File: src/rtl/core/block_request_coalescer_top_defines.svh
// Assertion macros for the block request coalescer.
`ifndef BLOCK_REQUEST_COALESCER_TOP_DEFINES_SVH
`define BLOCK_REQUEST_COALESCER_TOP_DEFINES_SVH

`ifndef SYNTHESIS
`define BRC_ASSERT_IMPLIES(label, clk, rst_n, ante, cons) \
    label: assert property (@(posedge clk) disable iff (!rst_n) (ante) |-> (cons)) \
        else $error("assertion failed: implication");
`define BRC_ASSERT_NEXT(label, clk, rst_n, ante, cons) \
    label: assert property (@(posedge clk) disable iff (!rst_n) (ante) |=> (cons)) \
        else $error("assertion failed: next-cycle implication");
`else
`define BRC_ASSERT_IMPLIES(label, clk, rst_n, ante, cons)
`define BRC_ASSERT_NEXT(label, clk, rst_n, ante, cons)
`endif

`endif

File: src/rtl/core/bkc_pkg.sv
`default_nettype none

package bkc_pkg;

    localparam int MAX_BATCH   = 64;
    localparam int OFFSET_BITS = 48;

    localparam int ID_W       = 7;
    localparam int BLOCKS_W   = 16;
    localparam int SHIFT_W    = 5;
    localparam int LIMIT_W    = 25;
    localparam int CFG_IDX_W  = 2;
    localparam int RUN_BYTES_W = BLOCKS_W + (1 << SHIFT_W) - 1;

    localparam int ID_CAP_INT = (MAX_BATCH > 127) ? 127 : ((MAX_BATCH < 1) ? 1 : MAX_BATCH);
    localparam logic [ID_W-1:0] ID_CAP = ID_W'(ID_CAP_INT);
    localparam logic [ID_W-1:0] ID_FIRST = ID_W'(1);

    localparam logic [BLOCKS_W-1:0] RUN_MAX = {BLOCKS_W{1'b1}};

    localparam int QUEUE_DEPTH = 4;
    localparam int QPTR_W      = $clog2(QUEUE_DEPTH);
    localparam int QCNT_W      = $clog2(QUEUE_DEPTH + 1);

    localparam logic [CFG_IDX_W-1:0] CFG_SIZE_SHIFT  = 2'd0;
    localparam logic [CFG_IDX_W-1:0] CFG_MERGE_LIMIT = 2'd1;
    localparam logic [CFG_IDX_W-1:0] CFG_MAX_PACKET  = 2'd2;

    localparam logic [SHIFT_W-1:0] SIZE_SHIFT_RST  = 5'd12;
    localparam logic [LIMIT_W-1:0] MERGE_LIMIT_RST = '0;
    localparam logic [LIMIT_W-1:0] MAX_PACKET_RST  = 25'd131072;

    typedef struct packed {
        logic [SHIFT_W-1:0] size_shift;
        logic [LIMIT_W-1:0] merge_limit_bytes;
        logic [LIMIT_W-1:0] max_packet_bytes;
    } cfg_t;

    typedef struct packed {
        logic [ID_W-1:0]        id;
        logic [OFFSET_BITS-1:0] offset;
        logic [BLOCKS_W-1:0]    blocks;
        logic                   final_req;
    } req_t;

    typedef struct packed {
        logic vld0;
        logic vld1;
        req_t req0;
        req_t req1;
    } push_t;

    typedef struct packed {
        logic              room;
        logic [QCNT_W-1:0] count;
    } q_stat_t;

endpackage

`default_nettype wire

File: src/rtl/core/bkc_run.sv
`default_nettype none

module bkc_run
    import bkc_pkg::*;
(
    input  wire logic                   clk,
    input  wire logic                   rst_n,
    input  wire logic                   in_valid,
    output logic                        in_stall,
    input  wire logic [OFFSET_BITS-1:0] block_offset,
    input  wire logic                   batch_end,
    input  wire cfg_t                   cfg,
    input  wire q_stat_t                q_stat,
    output push_t                       push
);

    logic                   stage_vld_reg;
    logic                   stage_vld_next;
    logic [OFFSET_BITS-1:0] stage_offset_reg;
    logic                   stage_last_reg;

    logic [OFFSET_BITS-1:0] run_start_reg;
    logic [OFFSET_BITS-1:0] run_start_next;
    logic [BLOCKS_W-1:0]    run_length_reg;
    logic [BLOCKS_W-1:0]    run_length_next;
    logic                   run_open_reg;
    logic                   run_open_next;
    logic [ID_W-1:0]        id_reg;
    logic [ID_W-1:0]        id_next;

    logic                   accept;
    logic                   go;
    logic [LIMIT_W-1:0]     limit;
    logic [RUN_BYTES_W-1:0] run_bytes;
    logic [OFFSET_BITS:0]   next_addr;
    logic                   join_run;
    logic                   emit_open;
    logic [ID_W-1:0]        id_after;
    logic [OFFSET_BITS-1:0] new_start;
    logic [BLOCKS_W-1:0]    new_length;
    req_t                   open_req;
    req_t                   last_req;

    assign go       = stage_vld_reg && q_stat.room;
    assign in_stall = stage_vld_reg && !q_stat.room;
    assign accept   = in_valid && !in_stall;

    always_comb
    begin
        stage_vld_next = stage_vld_reg;
        if (accept)
        begin
            stage_vld_next = 1'b1;
        end
        else if (go)
        begin
            stage_vld_next = 1'b0;
        end
    end

    always_ff @(posedge clk or negedge rst_n)
    begin
        if (!rst_n)
        begin
            stage_vld_reg <= 1'b0;
        end
        else
        begin
            stage_vld_reg <= stage_vld_next;
        end
    end

    always_ff @(posedge clk)
    begin
        if (accept)
        begin
            stage_offset_reg <= block_offset;
            stage_last_reg   <= batch_end;
        end
    end

    assign limit = (cfg.merge_limit_bytes != '0) ? cfg.merge_limit_bytes
                                                  : cfg.max_packet_bytes;
    assign run_bytes = RUN_BYTES_W'(run_length_reg) << cfg.size_shift;
    assign next_addr = {1'b0, run_start_reg} + (OFFSET_BITS + 1)'(run_bytes);

    assign join_run = run_open_reg
                   && ({1'b0, stage_offset_reg} == next_addr)
                   && (run_bytes < RUN_BYTES_W'(limit))
                   && (run_length_reg != RUN_MAX);
    assign emit_open = run_open_reg && !join_run;

    assign id_after = (emit_open && (id_reg < ID_CAP)) ? id_reg + ID_W'(1) : id_reg;

    assign new_start  = join_run ? run_start_reg : stage_offset_reg;
    assign new_length = join_run ? run_length_reg + BLOCKS_W'(1) : BLOCKS_W'(1);

    always_comb
    begin
        open_req.id        = id_reg;
        open_req.offset    = run_start_reg;
        open_req.blocks    = run_length_reg;
        open_req.final_req = 1'b0;

        last_req.id        = id_after;
        last_req.offset    = new_start;
        last_req.blocks    = new_length;
        last_req.final_req = 1'b1;

        push.vld0 = go && (emit_open || stage_last_reg);
        push.vld1 = go && emit_open && stage_last_reg;
        push.req0 = emit_open ? open_req : last_req;
        push.req1 = last_req;
    end

    always_comb
    begin
        run_start_next  = run_start_reg;
        run_length_next = run_length_reg;
        run_open_next   = run_open_reg;
        id_next         = id_reg;
        if (go)
        begin
            if (stage_last_reg)
            begin
                run_start_next  = '0;
                run_length_next = '0;
                run_open_next   = 1'b0;
                id_next         = ID_FIRST;
            end
            else
            begin
                run_start_next  = new_start;
                run_length_next = new_length;
                run_open_next   = 1'b1;
                id_next         = id_after;
            end
        end
    end

    always_ff @(posedge clk or negedge rst_n)
    begin
        if (!rst_n)
        begin
            run_start_reg  <= '0;
            run_length_reg <= '0;
            run_open_reg   <= 1'b0;
            id_reg         <= ID_FIRST;
        end
        else
        begin
            run_start_reg  <= run_start_next;
            run_length_reg <= run_length_next;
            run_open_reg   <= run_open_next;
            id_reg         <= id_next;
        end
    end

endmodule

`default_nettype wire

File: src/rtl/core/bkc_queue.sv
`default_nettype none

module bkc_queue
    import bkc_pkg::*;
(
    input  wire logic  clk,
    input  wire logic  rst_n,
    input  wire push_t push,
    output q_stat_t    q_stat,
    output logic       out_valid,
    input  wire logic  out_stall,
    output req_t       head
);

    req_t              entry_reg [QUEUE_DEPTH];
    logic [QPTR_W-1:0] wr_ptr_reg;
    logic [QPTR_W-1:0] wr_ptr_next;
    logic [QPTR_W-1:0] rd_ptr_reg;
    logic [QPTR_W-1:0] rd_ptr_next;
    logic [QCNT_W-1:0] count_reg;
    logic [QCNT_W-1:0] count_next;
    logic              pop;
    logic [QPTR_W-1:0] wr_ptr_plus1;

    assign out_valid    = (count_reg != '0);
    assign pop          = out_valid && !out_stall;
    assign head         = entry_reg[rd_ptr_reg];
    assign wr_ptr_plus1 = wr_ptr_reg + QPTR_W'(1);

    assign q_stat.count = count_reg;
    assign q_stat.room  = (count_reg <= QCNT_W'(QUEUE_DEPTH - 2));

    always_comb
    begin
        wr_ptr_next = wr_ptr_reg + QPTR_W'(push.vld0) + QPTR_W'(push.vld1);
        rd_ptr_next = rd_ptr_reg + QPTR_W'(pop);
        count_next  = count_reg + QCNT_W'(push.vld0) + QCNT_W'(push.vld1) - QCNT_W'(pop);
    end

    always_ff @(posedge clk or negedge rst_n)
    begin
        if (!rst_n)
        begin
            wr_ptr_reg <= '0;
            rd_ptr_reg <= '0;
            count_reg  <= '0;
        end
        else
        begin
            wr_ptr_reg <= wr_ptr_next;
            rd_ptr_reg <= rd_ptr_next;
            count_reg  <= count_next;
        end
    end

    always_ff @(posedge clk)
    begin
        if (push.vld0)
        begin
            entry_reg[wr_ptr_reg] <= push.req0;
        end
        if (push.vld1)
        begin
            entry_reg[wr_ptr_plus1] <= push.req1;
        end
    end

endmodule

`default_nettype wire

File: src/rtl/core/block_request_coalescer_top.sv
// An offset is taken into an input register when accepted and is merged into the open run
// once the output queue has room; its requests then enter the queue and appear at the outputs.
// One offset is accepted per cycle while the four-entry queue holds at most two requests;
// an offset that closes a run and ends a batch yields two requests, drained one per cycle while out_stall is low.
// Reset clears the open run, restarts request numbering at 1, empties the queue, and sets
// the registers to block size shift 12, merge limit 0 and packet limit 131072.
`default_nettype none
`include "block_request_coalescer_top_defines.svh"

module block_request_coalescer_top
    import bkc_pkg::*;
(
    input  wire logic                   clk,
    input  wire logic                   rst_n,
    input  wire logic                   in_valid,
    output logic                        in_stall,
    input  wire logic [OFFSET_BITS-1:0] block_offset,
    input  wire logic                   batch_end,
    output logic                        out_valid,
    input  wire logic                   out_stall,
    output logic [ID_W-1:0]             request_id,
    output logic [OFFSET_BITS-1:0]      request_offset,
    output logic [BLOCKS_W-1:0]         request_blocks,
    output logic                        final_request,
    input  wire logic                   cfg_valid,
    output logic                        cfg_ready,
    input  wire logic [CFG_IDX_W-1:0]   cfg_index,
    input  wire logic [LIMIT_W-1:0]     cfg_data
);

    cfg_t    cfg_reg;
    cfg_t    cfg_next;
    push_t   push;
    q_stat_t q_stat;
    req_t    head;

    assign cfg_ready = 1'b1;

    always_comb
    begin
        cfg_next = cfg_reg;
        if (cfg_valid && cfg_ready)
        begin
            case (cfg_index)
                CFG_SIZE_SHIFT:  cfg_next.size_shift        = cfg_data[SHIFT_W-1:0];
                CFG_MERGE_LIMIT: cfg_next.merge_limit_bytes = cfg_data;
                CFG_MAX_PACKET:  cfg_next.max_packet_bytes  = cfg_data;
                default:         cfg_next = cfg_reg;
            endcase
        end
    end

    always_ff @(posedge clk or negedge rst_n)
    begin
        if (!rst_n)
        begin
            cfg_reg.size_shift        <= SIZE_SHIFT_RST;
            cfg_reg.merge_limit_bytes <= MERGE_LIMIT_RST;
            cfg_reg.max_packet_bytes  <= MAX_PACKET_RST;
        end
        else
        begin
            cfg_reg <= cfg_next;
        end
    end

    bkc_run u_run (
        .clk          (clk),
        .rst_n        (rst_n),
        .in_valid     (in_valid),
        .in_stall     (in_stall),
        .block_offset (block_offset),
        .batch_end    (batch_end),
        .cfg          (cfg_reg),
        .q_stat       (q_stat),
        .push         (push)
    );

    bkc_queue u_queue (
        .clk       (clk),
        .rst_n     (rst_n),
        .push      (push),
        .q_stat    (q_stat),
        .out_valid (out_valid),
        .out_stall (out_stall),
        .head      (head)
    );

    assign request_id     = head.id;
    assign request_offset = head.offset;
    assign request_blocks = head.blocks;
    assign final_request  = head.final_req;

    `BRC_ASSERT_IMPLIES(a_queue_bound, clk, rst_n, 1'b1, q_stat.count <= QCNT_W'(QUEUE_DEPTH))
    `BRC_ASSERT_IMPLIES(a_stall_full, clk, rst_n, in_stall, !q_stat.room)
    `BRC_ASSERT_IMPLIES(a_id_range, clk, rst_n, out_valid, (request_id != '0) && (request_id <= ID_CAP))
    `BRC_ASSERT_IMPLIES(a_blocks_nonzero, clk, rst_n, out_valid, request_blocks != '0)

endmodule

`default_nettype wire
File: config.mk
export PLATFORM = sky130hd
export DESIGN_NAME = block_request_coalescer_top
export DESIGN_NICKNAME = d
export VERILOG_FILES = /design/src/rtl/core/bkc_pkg.sv /design/src/rtl/core/bkc_run.sv /design/src/rtl/core/bkc_queue.sv /design/src/rtl/core/block_request_coalescer_top.sv
export VERILOG_INCLUDE_DIRS = /design/src /design/src/rtl/core
export SDC_FILE = /design/constraint.sdc
export NUM_CORES = 1
export LEC_CHECK = 0
export ABC_CLOCK_PERIOD_IN_PS = 24200
export BUFFER_PORTS_ARGS = -buffer_cell sky130_fd_sc_hd__buf_4
export CAP_MARGIN = 20
export CORE_ASPECT_RATIO = 1.1
export CORE_MARGIN = 4
export CORE_UTILIZATION = 65
export CTS_BUF_LIST = sky130_fd_sc_hd__clkbuf_16
export CTS_CLUSTER_DIAMETER = 150
export DETAILED_ROUTE_END_ITERATION = 8
export PLACE_DENSITY = 0.91
export SLEW_MARGIN = 10
export SYNTH_ARGS = -nofsm -noshare
export SYNTH_HDL_FRONTEND = slang
export SYNTH_HIERARCHICAL = 1
export SYNTH_SLANG_ARGS = --single-unit
File: constraint.sdc
create_clock -name clk -period 24.2 [get_ports clk]
set_input_delay 4.84 -clock clk [delete_from_list [all_inputs] [get_ports clk]]
set_output_delay 4.84 -clock clk [all_outputs]
set_load 0.1 [all_outputs]
Word level (Yosys, flattened, before mapping):

Memory sizes are Yosys's and may differ from the RTL's.
Cells that the tools add are included.
W data, S select, Z words.

* add/sub/neg operators: 10
* magnitude comparators: 3
* equality and inequality tests: 4
* shift operators: 1
* multiplexer cells: 15
* reduce and logical (&&, ||, !) cells: 24

Operators with widths (count)
* $mux W48: 2
* $mux W72: 1
* $add A48 B47 Y49: 1
* $eq A48 B49 Y1: 1
* $lt A47 B25 Y1: 1
* $shl A16 B5 Y47: 1
* $mux W16: 2
* $mux W25: 1
* $reduce_bool A25 Y1: 1
* $add A16 B1 Y16 const B: 1
* $ne A16 B16 Y1 const B: 1
* $mux W7: 2
* $logic_and A1 B1 Y1: 12
* $add A7 B1 Y7 const B: 1
* $lt A7 B7 Y1 const B: 1
* $mux W1: 7
* $add A2 B1 Y2: 3
* $add A3 B1 Y3: 2
* $reduce_and A2 Y1: 3
* $logic_not A1 Y1: 4
* $le A3 B2 Y1 const B: 1
* $reduce_bool A3 Y1: 1
* $sub A3 B1 Y3: 1
* $add A2 B1 Y2 const B: 1
* 5 further kinds: 5

* flip-flop bits (word level): 184
* RAM bits: 288
* output and inout port bits: 75
* logic and storage cells: 71
* memories kept: 1

Memories
* u_queue.entry_reg: depth 4, width 72, rd ports 1, clocked after Yosys merged registers in 0, write ports 2, RTL line bkc_queue.sv:15 `req_t entry_reg [QUEUE_DEPTH];`

Depth between registers and ports, before layout:

* depth after elaboration: 13
* depth in mapped cells: 32
* depth with buffers taken out: 27

Modules after synthesis:

Netlist, hierarchy kept.

Modules (own cells, without submodules)
* bkc_queue: times used 1, cells each 732, area an instance 14672.8 um2, seq. area each 8823.5 um2
* bkc_run: times used 1, cells each 1608, area an instance 13741.9 um2, seq. area each 3299.4 um2
* block_request_coalescer_top: times used 1, cells each 119, area an instance 2279.7 um2, seq. area each 1380.1 um2

Least setup slack after synthesis:

No wires, ideal clock.

* path type: flip-flop to flip-flop
* start point: register cfg_reg[50] (netlist name)
* end point: memory u_queue/entry_reg[0][0] (netlist name) (enable)
* arrival: 10836 ps
* required time: 23592 ps
* slack: 12755 ps
* stages on the path, launching flop included: 26
* buffers on the path: 5
* period minus slack after synthesis: 11445 ps
* cell sequence: dfrtp_1 > buf_4 > buf_6 > buf_6 > clkbuf_1 > buf_1 > mux4_2 > a21oi_1 > nor2_1 > ha_1 > inv_1 > a31oi_1 > a311o_1 > a311oi_2 > or3b_1 > a31oi_1 > or4_1 > o211a_1 > nand4b_1 > or4_1 > or4_4 > and2_1 > inv_1 > a21oi_1 > inv_1 > o31ai_1

RTL lines
* from (decl): RTL line block_request_coalescer_top.sv:31 `cfg_t cfg_reg;`
* from (signal assigned): RTL line block_request_coalescer_top.sv:63 `cfg_reg <= cfg_next;`
* to (decl): RTL line bkc_queue.sv:15

==> metrics.txt <==
# TYPE chip_impl_metric gauge
chip_impl_metric{name="dp.cells",unit=""} 3055
chip_impl_metric{name="dpl.hpwl",unit="um"} 71420
chip_impl_metric{name="design.core.area",unit="mm^2"} 0.04673
chip_impl_metric{name="num-fill-cells",unit=""} 2992
chip_impl_info{name="commonest_cells_after_routing_fill_and_taps_aside",value="sky130_fd_sc_hd__edfxtp_1 (337), sky130_fd_sc_hd__mux2_2 (336), sky130_fd_sc_hd__buf_4 (182), sky130_fd_sc_hd__dfrtp_1 (127), sky130_fd_sc_hd__a21oi_1 (116)"} 1
chip_impl_metric{name="max_slew_violation_count",unit=""} 0
chip_impl_metric{name="final.setup.tns",unit="ns"} 0
chip_impl_metric{name="number_of_library_cell_types_mapped_by_synthesis",unit=""} 106
chip_impl_metric{name="cts.clk_slew.worst_paths",unit="ns"} 0.07
chip_impl_info{name="tritoncts_clock_tree",value="built"} 1
chip_impl_metric{name="dieWidth",unit="um"} 215.2
chip_impl_metric{name="buffers_from_clock_root_to_sink_at_most",unit=""} 3
chip_impl_metric{name="async_sr_flop_fraction",unit=""} 0.2860
chip_impl_metric{name="worstPathArrival",unit="ns"} 11.21
chip_impl_metric{name="overflow",unit=""} 0
chip_impl_metric{name="postRouteAntennaNets",unit=""} 0
chip_impl_metric{name="grt_start_max_net_pins",unit=""} 85
chip_impl_metric{name="globalRouteTotalUtil",unit=""} 0.3954
chip_impl_metric{name="postSynthRegisterBits",unit=""} 472
chip_impl_metric{name="layoutNonFillerInstCount",unit=""} 3145
chip_impl_metric{name="number_of_global_route_vias_before_repair",unit=""} 23660
chip_impl_metric{name="max_slew.worst_pin.slew",unit="ns"} 1.208
chip_impl_metric{name="seq_total_area_yosys",unit=""} 0.4399
chip_impl_metric{name="final_util",unit=""} 0.7130
chip_impl_metric{name="drt_pass1_iterations",unit=""} 8
chip_impl_metric{name="row_count",unit=""} 83
chip_impl_metric{name="synth.cell_area",unit="mm^2"} 0.03069
chip_impl_metric{name="p_per_area",unit="mW/mm^2"} 136.6
chip_impl_metric{name="p_leak",unit="nW"} 12.97
chip_impl_metric{name="timing.final.hold_violations",unit=""} 0
chip_impl_metric{name="routed_wirelength",unit="um"} 102500
chip_impl_metric{name="synth-edff-count",unit=""} 337
chip_impl_metric{name="cts_resized",unit=""} 0
chip_impl_metric{name="initial_utilization",unit=""} 0.6568
chip_impl_metric{name="crit_required",unit="ns"} 24.54
chip_impl_metric{name="cts_hold_buffers",unit=""} 0
chip_impl_metric{name="cts_max_level",unit=""} 2
chip_impl_metric{name="number_of_flip_flops_under_the_largest_register_name",unit=""} 288
chip_impl_metric{name="timing.critical_path.fanout_max",unit=""} 38
chip_impl_metric{name="worst_slew_margin_rel",unit=""} 0.1949
chip_impl_metric{name="max-vdd-ir-drop",unit="V"} 0.0001520
chip_impl_metric{name="max_cap_violations",unit=""} 0
chip_impl_metric{name="mean_instance_size_in_the_synthesized_netlist",unit="um^2"} 12.48
chip_impl_metric{name="wl_per_cell",unit="um"} 32.61
chip_impl_metric{name="grt_antenna_before_repair",unit=""} 2
chip_impl_info{name="classification_of_the_worst_slack_hold_path",value="reg2reg"} 1
chip_impl_info{name="most_used_dff_post_synth",value="sky130_fd_sc_hd__edfxtp_1"} 1
chip_impl_info{name="timing.critical_path.to_type",value="flop"} 1
chip_impl_metric{name="cts_inserted_buffers",unit=""} 47
chip_impl_info{name="status",value="finished clean"} 1
chip_impl_metric{name="finalCritPeriodShare",unit=""} 0.4491
chip_impl_info{name="cts_root_buf",value="sky130_fd_sc_hd__clkbuf_16"} 1
chip_impl_metric{name="post-route-drc-count",unit=""} 0
chip_impl_metric{name="area_growth_syn_to_layout",unit="%"} 8.556
chip_impl_metric{name="design_power_total",unit="mW"} 4.551
chip_impl_metric{name="clock.fmax",unit="MHz"} 92.02
chip_impl_metric{name="yosysWarnings",unit=""} 6
chip_impl_metric{name="fraction_of_layout_instances_using_a_drive_strength_above_1",unit=""} 0.3272
chip_impl_metric{name="io_pins",unit=""} 156
chip_impl_metric{name="placer_s_final_routability_congestion_estimate",unit=""} 1.031
chip_impl_metric{name="synth_nets",unit=""} 2611
chip_impl_info{name="final_common_cell",value="sky130_fd_sc_hd__edfxtp_1"} 1
chip_impl_metric{name="num_vias",unit=""} 23320
chip_impl_metric{name="clock_sinks",unit=""} 472
chip_impl_metric{name="postSynthCellCount",unit=""} 2459
chip_impl_metric{name="post_cts.repair.setup_buffers",unit=""} 0
chip_impl_metric{name="finalSetupViolCount",unit=""} 0
chip_impl_metric{name="finClkSkew",unit="ns"} 0.02273
chip_impl_metric{name="net_count_of_the_finished_layout",unit=""} 2662
chip_impl_metric{name="fp.dieArea",unit="mm^2"} 0.05077
chip_impl_metric{name="die_outline_height",unit="um"} 235.9
chip_impl_metric{name="final.min_clock_period",unit="ns"} 10.87
chip_impl_info{name="worst_setup_sp_type",value="flop"} 1
chip_impl_info{name="grt_setup_unrepaired",value="no"} 1
chip_impl_metric{name="viasPerCell",unit=""} 7.416
chip_impl_metric{name="placement.io_buffers",unit=""} 154
chip_impl_info{name="criticalPathCategory",value="reg2reg"} 1
chip_impl_metric{name="drt_iter0_drc",unit=""} 2998
chip_impl_metric{name="grt_first_pass_wirelength",unit="um"} 154200
chip_impl_metric{name="clock_insertion_delay_worst_skew",unit="ns"} 0.61
layout make-up:
type | count | area, um^2 | area share
Clock inverter | 41 | 341.6 | 0.01025
Timing Repair Buffer | 184 | 1383 | 0.04149
Multi-Input combinational cell | 1764 | 16010 | 0.4805
Sequential cell | 472 | 13510 | 0.4055
Inverter | 41 | 153.9 | 0.004619
Antenna cell | 1 | 2.502 | 0.00007510
Clock buffer | 47 | 1176 | 0.03530
Tap cell | 595 | 744.5 | 0.02234
final timing paths:
| path | start | end | slack, ns | cells past startpoint |
|---|---|---|---|---|
| max reg2reg | cfg_reg[53] | u_queue/entry_reg[0][13] | 13.33 | 25 |
| max in group asynchronous | rst_n | u_queue/rd_ptr_reg[0] | 18.48 | 2 |
| min | cfg_reg[0] | cfg_reg[0] | 0.51 | 1 |
| min in group asynchronous | rst_n | cfg_reg[44] | 4.31 | 1 |
| min reg2reg | cfg_reg[0] | cfg_reg[0] | 0.51 | 1 |
| max | cfg_reg[53] | u_queue/entry_reg[0][13] | 13.33 | 25 |
layer usage:
metal,global-route usage,vias up,part of all wire
met5,0,-,0
met4,0.1620,0,0.050
met3,0.06777,368,0.086
met2,0.6848,1575,0.50
met1,0.4949,11650,0.36
li1,-,9729,-
per-stage QoR:
stage          hold slack (ns)  cell area [um^2]  setup slack, ns
3_5_place_dp            0.4969             31800            13.67
4_1_cts                 0.5127             33310            13.61
6_report                0.5115             33320            13.33
2_1_floorplan           0.4788             30690            12.76
3_3_place_gp            0.4889             31800            13.77
5_1_grt                 0.5158             33320            13.18
report_power, final:
group / total, mW / internal (mW) / switching, mW
logic: 2.45 / 0.800 / 1.65
clock network: 0.725 / 0.401 / 0.325
registers: 1.38 / 1.19 / 0.190
worst max-delay path: stages, from the launching register on:
cell and delay, ns:
sky130_fd_sc_hd__dfstp_2 0.69, sky130_fd_sc_hd__buf_4 0.42, sky130_fd_sc_hd__mux2_2 0.39, sky130_fd_sc_hd__a21oi_1 0.22, sky130_fd_sc_hd__a21oi_1 0.19, sky130_fd_sc_hd__a21oi_1 0.44
sky130_fd_sc_hd__nor2_1 0.21, sky130_fd_sc_hd__ha_1 0.48, sky130_fd_sc_hd__a21oi_1 0.14, sky130_fd_sc_hd__o21ai_0 0.81, sky130_fd_sc_hd__a21o_1 0.37, sky130_fd_sc_hd__nor2_1 0.08
sky130_fd_sc_hd__o21ai_0 0.64, sky130_fd_sc_hd__nor3_1 0.11, sky130_fd_sc_hd__or4b_1 0.57, sky130_fd_sc_hd__nor4_1 0.32, sky130_fd_sc_hd__nand4_1 0.18, sky130_fd_sc_hd__or4_4 0.61
sky130_fd_sc_hd__or4_4 0.75, sky130_fd_sc_hd__and2_1 0.47, sky130_fd_sc_hd__inv_1 0.35, sky130_fd_sc_hd__nor3_1 0.18, sky130_fd_sc_hd__clkbuf_2 0.25, sky130_fd_sc_hd__nand3_4 0.56
sky130_fd_sc_hd__buf_4 0.64, sky130_fd_sc_hd__mux2_2 0.43
Yosys cell counts (all sizes together), types with 12 or more instances:
library cell  instances  share of area
a211oi               18         0.0047
a21o                 25         0.0061
a21oi               116          0.019
a22o                 63          0.018
a31oi                25         0.0051
and2                 31         0.0063
and3                 21         0.0044
buf                  74          0.020
clkbuf              108          0.015
dfrtp               131           0.11
edfxtp              337           0.33
ha                   68          0.028
inv                  39         0.0048
mux2                460           0.18
mux2i                33          0.011
mux4                 86          0.063
nand2               107          0.013
nand2b               15         0.0031
nand3                43         0.0072
nand4                40         0.0084
nor2                113          0.014
nor2b                16         0.0033
nor3                 37         0.0060
nor4                 19         0.0041
o211ai               14         0.0036
o21a                 18         0.0044
o21ai                74          0.012
o22ai                16         0.0035
o31ai                17         0.0042
or3                  12         0.0024
xnor2                52          0.015
xor2                 32         0.0091
cells by family after synthesis:
kind of cell,Yosys count,share of synthesized area
flops,472,0.4399
fa+ha+maj,74,0.03065
xor+xnor,85,0.02470
simple gates,514,0.08972
buf+inv,223,0.04093
other cells,2,0.0002447
compound gates,510,0.1172
mux,579,0.2567
(Power assumes the default switching activity.)
